<file path="src/lfr_pkg.sv">
// Shared types and constants for the LIN frame receiver.
// Used by lfr_pid_match and lin_frame_receiver; no dependencies.
package lfr_pkg;

  localparam int unsigned TABLE_ENTRIES     = 8;
  localparam int unsigned FRAME_BYTES       = 8;
  localparam int unsigned DEF_MAX_FILTERS   = 8;
  localparam int unsigned DEF_MAX_DATA_BYTES = 8;
  localparam int unsigned CFG_DATA_W        = 64;
  localparam int unsigned CFG_IDX_W         = 2;

  localparam logic [1:0] REQ_BYTE   = 2'd0;
  localparam logic [1:0] REQ_LINE   = 2'd1;
  localparam logic [1:0] REQ_ENABLE = 2'd2;

  localparam logic [CFG_IDX_W-1:0] CFG_FILTER_COUNT = 2'd0;
  localparam logic [CFG_IDX_W-1:0] CFG_TABLE_LO     = 2'd1;
  localparam logic [CFG_IDX_W-1:0] CFG_TABLE_HI     = 2'd2;

  localparam logic [7:0] BREAK_BYTE = 8'h00;
  localparam logic [7:0] SYNC_BYTE  = 8'h55;
  localparam logic [5:0] ID_DIAG_MREQ = 6'h3C;
  localparam logic [5:0] ID_DIAG_SRSP = 6'h3D;

  typedef struct packed {
    logic [2:0] rsvd;
    logic       enhanced_ok;
    logic       classic_ok;
    logic       header_only;
    logic [3:0] length;
    logic [5:0] id;
  } filter_entry_t;

  typedef filter_entry_t [TABLE_ENTRIES-1:0] filter_table_t;

  typedef struct packed {
    logic [1:0] req_type;
    logic [7:0] rx_byte;
  } in_item_t;

  typedef struct packed {
    logic [5:0]               frame_id;
    logic                     header_only;
    logic                     frame_class;
    logic [3:0]               data_length;
    logic [8*FRAME_BYTES-1:0] frame_data;
  } out_item_t;

  typedef struct packed {
    logic       parity_ok;
    logic       hit;
    logic [2:0] entry;
  } pid_match_t;

endpackage

</file>
<file path="src/lfr_pid_match.sv">
// PID parity check and first-match search of the filter table.
// Depends on lfr_pkg.
module lfr_pid_match #(
  parameter int unsigned MAX_FILTERS = lfr_pkg::DEF_MAX_FILTERS
) (
  input  logic [7:0]            pid_i,
  input  logic [3:0]            filter_count_i,
  input  lfr_pkg::filter_table_t table_i,
  output lfr_pkg::pid_match_t   match_o
);
  import lfr_pkg::*;

  logic [5:0] id;
  logic       p0;
  logic       p1;
  logic [MAX_FILTERS-1:0] hits;

  assign id = pid_i[5:0];
  assign p0 = id[0] ^ id[1] ^ id[2] ^ id[4];
  assign p1 = ~(id[1] ^ id[3] ^ id[4] ^ id[5]);

  always_comb begin
    for (int i = 0; i < MAX_FILTERS; i++) begin
      hits[i] = (4'(i) < filter_count_i) && (table_i[i].id == id);
    end
  end

  always_comb begin
    match_o.parity_ok = (pid_i[6] == p0) && (pid_i[7] == p1);
    match_o.hit       = |hits;
    match_o.entry     = '0;
    for (int i = MAX_FILTERS - 1; i >= 0; i--) begin
      if (hits[i]) begin
        match_o.entry = 3'(i);
      end
    end
  end

endmodule

</file>
<file path="src/lin_frame_receiver.sv">
// Slave-side LIN frame receiver: one item (byte, line event or enable) per clock cycle;
// a frame result is registered and appears on the output in the cycle after the item that
// completes it, and the next item is accepted in the same cycle unless a result is held
// waiting for out_ready_i. Depends on lfr_pkg and lfr_pid_match.
module lin_frame_receiver #(
  parameter int unsigned MAX_FILTERS    = lfr_pkg::DEF_MAX_FILTERS,
  parameter int unsigned MAX_DATA_BYTES = lfr_pkg::DEF_MAX_DATA_BYTES
) (
  input  logic                           clk_i,
  input  logic                           rst_ni,
  input  logic                           cfg_we_i,
  input  logic [lfr_pkg::CFG_IDX_W-1:0]  cfg_idx_i,
  input  logic [lfr_pkg::CFG_DATA_W-1:0] cfg_wdata_i,
  input  logic                           in_valid_i,
  output logic                           in_ready_o,
  input  lfr_pkg::in_item_t              in_item_i,
  output logic                           out_valid_o,
  input  logic                           out_ready_i,
  output lfr_pkg::out_item_t             out_item_o
);
  import lfr_pkg::*;

  localparam logic [2:0] PH_BREAK = 3'd0;
  localparam logic [2:0] PH_SYNC  = 3'd1;
  localparam logic [2:0] PH_PID   = 3'd2;
  localparam logic [2:0] PH_DATA  = 3'd3;
  localparam logic [2:0] PH_CHECK = 3'd4;
  localparam logic [2:0] PH_DONE  = 3'd5;

  localparam int unsigned DIDX_W = (MAX_DATA_BYTES > 1) ? $clog2(MAX_DATA_BYTES) : 1;
  localparam logic [3:0] MAX_LEN = 4'(MAX_DATA_BYTES);

  function automatic logic [7:0] carry_add(logic [7:0] s, logic [7:0] b);
    logic [8:0] t;
    t = {1'b0, s} + {1'b0, b};
    return t[7:0] + {7'd0, t[8]};
  endfunction

  logic [3:0]  filter_count_q;
  logic [63:0] table_lo_q;
  logic [63:0] table_hi_q;
  filter_table_t table_w;

  logic [2:0] phase_q, phase_d;
  logic       enabled_q, enabled_d;
  logic [3:0] byte_count_q, byte_count_d;
  logic [2:0] matched_q, matched_d;
  logic [7:0] classic_q, classic_d;
  logic [7:0] enhanced_q, enhanced_d;
  logic [7:0] frame_q [MAX_DATA_BYTES];
  logic       frame_we;

  logic       out_valid_q;
  out_item_t  out_item_q;
  out_item_t  res;
  logic       res_valid;
  logic       in_fire;

  pid_match_t    match;
  filter_entry_t hit_entry;
  filter_entry_t cur_entry;
  logic [3:0]    hit_len;
  logic [3:0]    cur_len;
  logic [8*FRAME_BYTES-1:0] frame_data;

  assign table_w = {table_hi_q, table_lo_q};

  lfr_pid_match #(
    .MAX_FILTERS(MAX_FILTERS)
  ) u_pid_match (
    .pid_i         (in_item_i.rx_byte),
    .filter_count_i(filter_count_q),
    .table_i       (table_w),
    .match_o       (match)
  );

  assign hit_entry = table_w[match.entry];
  assign cur_entry = table_w[matched_q];
  assign hit_len   = (hit_entry.length > MAX_LEN) ? MAX_LEN : hit_entry.length;
  assign cur_len   = (cur_entry.length > MAX_LEN) ? MAX_LEN : cur_entry.length;

  for (genvar g = 0; g < FRAME_BYTES; g++) begin : g_data
    if (g < MAX_DATA_BYTES) begin : g_used
      assign frame_data[8*g +: 8] = (4'(g) < cur_len) ? frame_q[g] : 8'h00;
    end else begin : g_unused
      assign frame_data[8*g +: 8] = 8'h00;
    end
  end

  assign in_ready_o  = !out_valid_q || out_ready_i;
  assign in_fire     = in_valid_i && in_ready_o;
  assign out_valid_o = out_valid_q;
  assign out_item_o  = out_item_q;

  always_comb begin
    phase_d      = phase_q;
    enabled_d    = enabled_q;
    byte_count_d = byte_count_q;
    matched_d    = matched_q;
    classic_d    = classic_q;
    enhanced_d   = enhanced_q;
    frame_we     = 1'b0;
    res_valid    = 1'b0;
    res          = '0;
    if (in_fire) begin
      unique case (in_item_i.req_type)
        REQ_LINE: phase_d = PH_BREAK;
        REQ_ENABLE: begin
          if (!enabled_q) begin
            enabled_d = 1'b1;
            phase_d   = PH_BREAK;
          end
        end
        REQ_BYTE: begin
          if (enabled_q) begin
            unique case (phase_q)
              PH_BREAK: begin
                if (in_item_i.rx_byte == BREAK_BYTE) begin
                  byte_count_d = '0;
                  phase_d      = PH_SYNC;
                end
              end
              PH_SYNC: phase_d = (in_item_i.rx_byte == SYNC_BYTE) ? PH_PID : PH_BREAK;
              PH_PID: begin
                if (!match.parity_ok || !match.hit) begin
                  phase_d = PH_BREAK;
                end else begin
                  matched_d = match.entry;
                  if (hit_entry.header_only) begin
                    enabled_d       = 1'b0;
                    phase_d         = PH_DONE;
                    res_valid       = 1'b1;
                    res.frame_id    = in_item_i.rx_byte[5:0];
                    res.header_only = 1'b1;
                  end else begin
                    byte_count_d = '0;
                    classic_d    = '0;
                    enhanced_d   = (in_item_i.rx_byte[5:0] == ID_DIAG_MREQ ||
                                    in_item_i.rx_byte[5:0] == ID_DIAG_SRSP) ?
                                   8'h00 : in_item_i.rx_byte;
                    phase_d      = (hit_len == 4'd0) ? PH_CHECK : PH_DATA;
                  end
                end
              end
              PH_DATA: begin
                if (byte_count_q < MAX_LEN) begin
                  frame_we   = 1'b1;
                  classic_d  = carry_add(classic_q, in_item_i.rx_byte);
                  enhanced_d = carry_add(enhanced_q, in_item_i.rx_byte);
                end
                byte_count_d = byte_count_q + 4'd1;
                if (byte_count_d >= cur_len) begin
                  phase_d = PH_CHECK;
                end
              end
              PH_CHECK: begin
                if (cur_entry.classic_ok && in_item_i.rx_byte == ~classic_q) begin
                  res_valid       = 1'b1;
                  res.frame_class = 1'b0;
                end else if (cur_entry.enhanced_ok && in_item_i.rx_byte == ~enhanced_q) begin
                  res_valid       = 1'b1;
                  res.frame_class = 1'b1;
                end
                if (res_valid) begin
                  enabled_d       = 1'b0;
                  phase_d         = PH_DONE;
                  res.frame_id    = cur_entry.id;
                  res.data_length = cur_len;
                  res.frame_data  = frame_data;
                end else begin
                  phase_d = PH_BREAK;
                end
              end
              default: phase_d = PH_BREAK;
            endcase
          end
        end
        default: ;
      endcase
    end
  end

  always_ff @(posedge clk_i or negedge rst_ni) begin
    if (!rst_ni) begin
      filter_count_q <= 4'd1;
      table_lo_q     <= '0;
      table_hi_q     <= '0;
    end else if (cfg_we_i) begin
      unique case (cfg_idx_i)
        CFG_FILTER_COUNT: filter_count_q <= cfg_wdata_i[3:0];
        CFG_TABLE_LO:     table_lo_q     <= cfg_wdata_i;
        CFG_TABLE_HI:     table_hi_q     <= cfg_wdata_i;
        default: ;
      endcase
    end
  end

  always_ff @(posedge clk_i or negedge rst_ni) begin
    if (!rst_ni) begin
      phase_q      <= PH_BREAK;
      enabled_q    <= 1'b0;
      byte_count_q <= '0;
      matched_q    <= '0;
      classic_q    <= '0;
      enhanced_q   <= '0;
      out_valid_q  <= 1'b0;
    end else begin
      phase_q      <= phase_d;
      enabled_q    <= enabled_d;
      byte_count_q <= byte_count_d;
      matched_q    <= matched_d;
      classic_q    <= classic_d;
      enhanced_q   <= enhanced_d;
      if (in_fire && res_valid) begin
        out_valid_q <= 1'b1;
      end else if (out_ready_i) begin
        out_valid_q <= 1'b0;
      end
    end
  end

  always_ff @(posedge clk_i) begin
    if (frame_we) begin
      frame_q[byte_count_q[DIDX_W-1:0]] <= in_item_i.rx_byte;
    end
    if (in_fire && res_valid) begin
      out_item_q <= res;
    end
  end

  assert property (@(posedge clk_i) disable iff (!rst_ni)
    (in_fire && res_valid) |=> (!enabled_q && phase_q == PH_DONE && out_valid_o))
    else $error("result did not disable reception");

  assert property (@(posedge clk_i) disable iff (!rst_ni)
    (out_valid_o && out_item_o.header_only) |->
      (!out_item_o.frame_class && out_item_o.data_length == 4'd0 &&
       out_item_o.frame_data == '0))
    else $error("header-only result carries data");

  assert property (@(posedge clk_i) disable iff (!rst_ni)
    out_valid_o |-> (out_item_o.data_length <= MAX_LEN))
    else $error("data length above limit");

  assert property (@(posedge clk_i) disable iff (!rst_ni)
    !in_ready_o |-> (out_valid_o && !out_ready_i))
    else $error("input stalled without a held result");

endmodule
</file>
<file path="config.mk">
export PLATFORM = sky130hd
export DESIGN_NAME = lin_frame_receiver
export DESIGN_NICKNAME = d
export VERILOG_FILES = /design/src/lfr_pkg.sv /design/src/lfr_pid_match.sv /design/src/lin_frame_receiver.sv
export SDC_FILE = /design/constraint.sdc
export NUM_CORES = 1
export LEC_CHECK = 0
export BUFFER_PORTS_ARGS = -buffer_cell sky130_fd_sc_hd__buf_2
export CORE_ASPECT_RATIO = 1.1
export CORE_UTILIZATION = 41
export DETAILED_ROUTE_END_ITERATION = 12
export GPL_TIMING_DRIVEN = 0
export PLACE_DENSITY = 0.68
export REMOVE_ABC_BUFFERS = 1
export SLEW_MARGIN = 5
export SYNTH_ARGS = -nofsm -noshare
export SYNTH_HDL_FRONTEND = slang
export SYNTH_HIERARCHICAL = 1
export SYNTH_SLANG_ARGS = --single-unit
</file>
<file path="constraint.sdc">
create_clock -name clk_i -period 7.39 [get_ports clk_i]
set_input_delay 1.1085 -clock clk_i [delete_from_list [all_inputs] [get_ports clk_i]]
set_output_delay 1.1085 -clock clk_i [all_outputs]
set_load 0.01 [all_outputs]
</file>
==> flow_summary.ini <==
[status]
run_status = finished clean

[cts]
tritoncts_clock_tree = built
post_cts_resized = 0
cts_setup_buffers = 0
clock_slew_seen_by_the_registers_of_the_worst_setup_and_hold_paths_ps = 60
clk_path_buf_depth = 3
postCtsHoldBufs = 0
clock_tree.htree_level_count = 1
worstSkewPairLatency_ps = 580
cts-buffers-inserted = 29
clock-root-buffer = sky130_fd_sc_hd__clkbuf_16
number_of_clock_sinks_seen_by_cts = 276

[timing]
totalNegativeSetupSlack_ps = 0
layout_min_cycle_time_ps = 5960
pin_slew_with_the_least_headroom_to_its_limit_ps = 1210
timing_hold_violations_final = 0
worst_clk_skew_ps = 27.2
final.period_utilization = 0.807
max_slew_margin = 0.185
final-max-slew-violation-count = 0
setup_violations = 0
fin_hold_ws_ps = 465
fmax_mhz = 168
rsz_0062_raised_after_global_routing = no

[final_layout]
layout.cell_area.non_filler_sq_um = 15400
layout-drive-gt1-share = 0.336
nNetsFinal = 1191
area_growth_pct = 17.0
nFillCells = 2763
finish.cell_count_without_fillers = 1527

[worst_setup_path]
cp_data_required_time_ps = 7580
crit_path_max_fanout = 23
start_kind = input pin
worst-endpoint-arrival_ps = 6150
critical_path_class = input pin to flop
rrSetupSlack_ps = 2120
timing.rr.start = filter_count_q[0]
timing.critical_path.to_type = flop
critPathLaunch = in_item_i[5]

[drt]
met3_length_mm = 1.40
dr.pass1.iters = 5
top_signal_layer_used = met5
routed_wl_mm = 29.0
route.antenna.remaining_nets = 0
met2RoutedLength_mm = 14.6
drt-vias-per-instance = 5.35
drt_iter0_drc = 482
detailroute.via_count = 8163
remaining_drc_errors = 0
met1Wirelength_mm = 12.5
wl_per_cell_um = 19.0

[pwr]
total_switching_power_uw = 915
swShare = 0.244
power_density_cells_nw_per_um2 = 243
clock_power_share = 0.402
comb_power_share = 0.110
p_leak_uw = 0.00637
ir_worst_vdd_mv = 0.188
internal_power_uw = 2830
sequentialPowerShare = 0.488
total_power_uw = 3750

[grt]
grt_first_pass_wirelength_mm = 46.2
grt_antenna_before_repair = 2
globalRouteTotalUtil = 0.178
grt_pass1_vias = 8347
grt_residual_overflow = 0
grt_max_degree = 95

[worst_hold_path]
hold_path_class = input pin to asynchronous set/reset pin

[synth]
synth.yosys.warnings = 6
synth_area_sq_um = 13200
post_synth_inst_count = 938
synth.avg_cell_area_sq_um = 14.1

[die]
die_w_um = 173
io_pins = 159
die_area_sq_um = 32900
fp_rows = 68
core_area_sq_um = 31600
die_outline_height_um = 190
start_util = 0.418

[placed_design]
routabilityCongestion = 0.856
io_buffers = 146
placed_cell_area_sq_um = 14400
hpwl_mm = 20.4
place_inst = 1472

[flow_run]
max_cap_violations = 0
==> flip-flops by register name, indices dropped and copies added (netlist names) <==
signal,flops
byte_count_q,4
table_hi_q,52
enhanced_q,8
table_lo_q,52
out_item_o,76
filter_count_q,4
frame_q,64
out_valid_o,1
matched_q,3
enabled_q,1
phase_q,3
classic_q,8
==> cells in the final DEF (no fill, tap or decap), types with 15 or more instances in the layout <==
cell type / count
sky130_fd_sc_hd__mux2_2: 119
sky130_fd_sc_hd__buf_2: 145
sky130_fd_sc_hd__mux4_2: 23
sky130_fd_sc_hd__nand2b_1: 15
sky130_fd_sc_hd__edfxtp_1: 140
sky130_fd_sc_hd__nor2_1: 43
sky130_fd_sc_hd__xor2_1: 29
sky130_fd_sc_hd__nand2_1: 28
sky130_fd_sc_hd__dfrtp_1: 134
sky130_fd_sc_hd__clkbuf_16: 30
sky130_fd_sc_hd__xnor2_1: 42
sky130_fd_sc_hd__and2_1: 67
sky130_fd_sc_hd__o21ai_0: 15
sky130_fd_sc_hd__a21oi_1: 19
sky130_fd_sc_hd__nor4_1: 16
sky130_fd_sc_hd__ha_1: 25
==> metrics by stage <==
stage	worst slack (ps)	utilization
after floorplan	215	-
after global placement	-2730	0.450
after detailed placement	902	0.457
after CTS	1460	0.489
after global routing	1190	0.489
final	1430	0.489
==> final timing paths <==
check                                    endpoint  cells past startpoint
worst max-delay path                frame_q[2][2]                     12
worst min-delay path               table_hi_q[28]                      1
worst max register to register      frame_q[2][2]                     11
worst min register to register       classic_q[3]                      2
max in group asynchronous       filter_count_q[0]                      2
min in group clk_i                   classic_q[3]                      2
==> critical path, cell delays in order <==
cell and delay (ps):
sky130_fd_sc_hd__buf_2 510, sky130_fd_sc_hd__xor2_1 210, sky130_fd_sc_hd__a2111oi_0 730, sky130_fd_sc_hd__nand4_1 250, sky130_fd_sc_hd__and2_1 220, sky130_fd_sc_hd__a21oi_1 550, sky130_fd_sc_hd__mux4_2 410, sky130_fd_sc_hd__mux2i_2 300
sky130_fd_sc_hd__nand2_1 170, sky130_fd_sc_hd__a21oi_2 450, sky130_fd_sc_hd__nand2_1 300, sky130_fd_sc_hd__nor3_1 910
==> power by group through the flow <==
stage               Clock (uW)  Combinational, uW  Sequential [uW]
floorplan                    0                290             1810
global placement             0                399             1850
detailed placement           0                413             1860
CTS                       1530                416             1830
global route              1590                449             1840
finish                    1510                412             1830
==> layer usage <==
metal / global-route usage / up-vias
met5: 0 / -
met4: 0.0398 / 2
met3: 0.0284 / 39
met2: 0.318 / 217
met1: 0.228 / 4072
li1: - / 3833
==> area by class of cell <==
cell class | instances | area (sq um) | area share
well taps | 420 | 526 | 0.0340
multi-input cells | 612 | 5330 | 0.345
clock buffers | 35 | 800 | 0.0518
repair buffers | 155 | 920 | 0.0596
inverters | 9 | 35.0 | 0.00227
diodes | 1 | 2.50 | 0.000162
flip-flops and latches | 276 | 7610 | 0.493
clock inverters | 19 | 210 | 0.0136
Note: power is estimated with default switching activity, not from simulation.
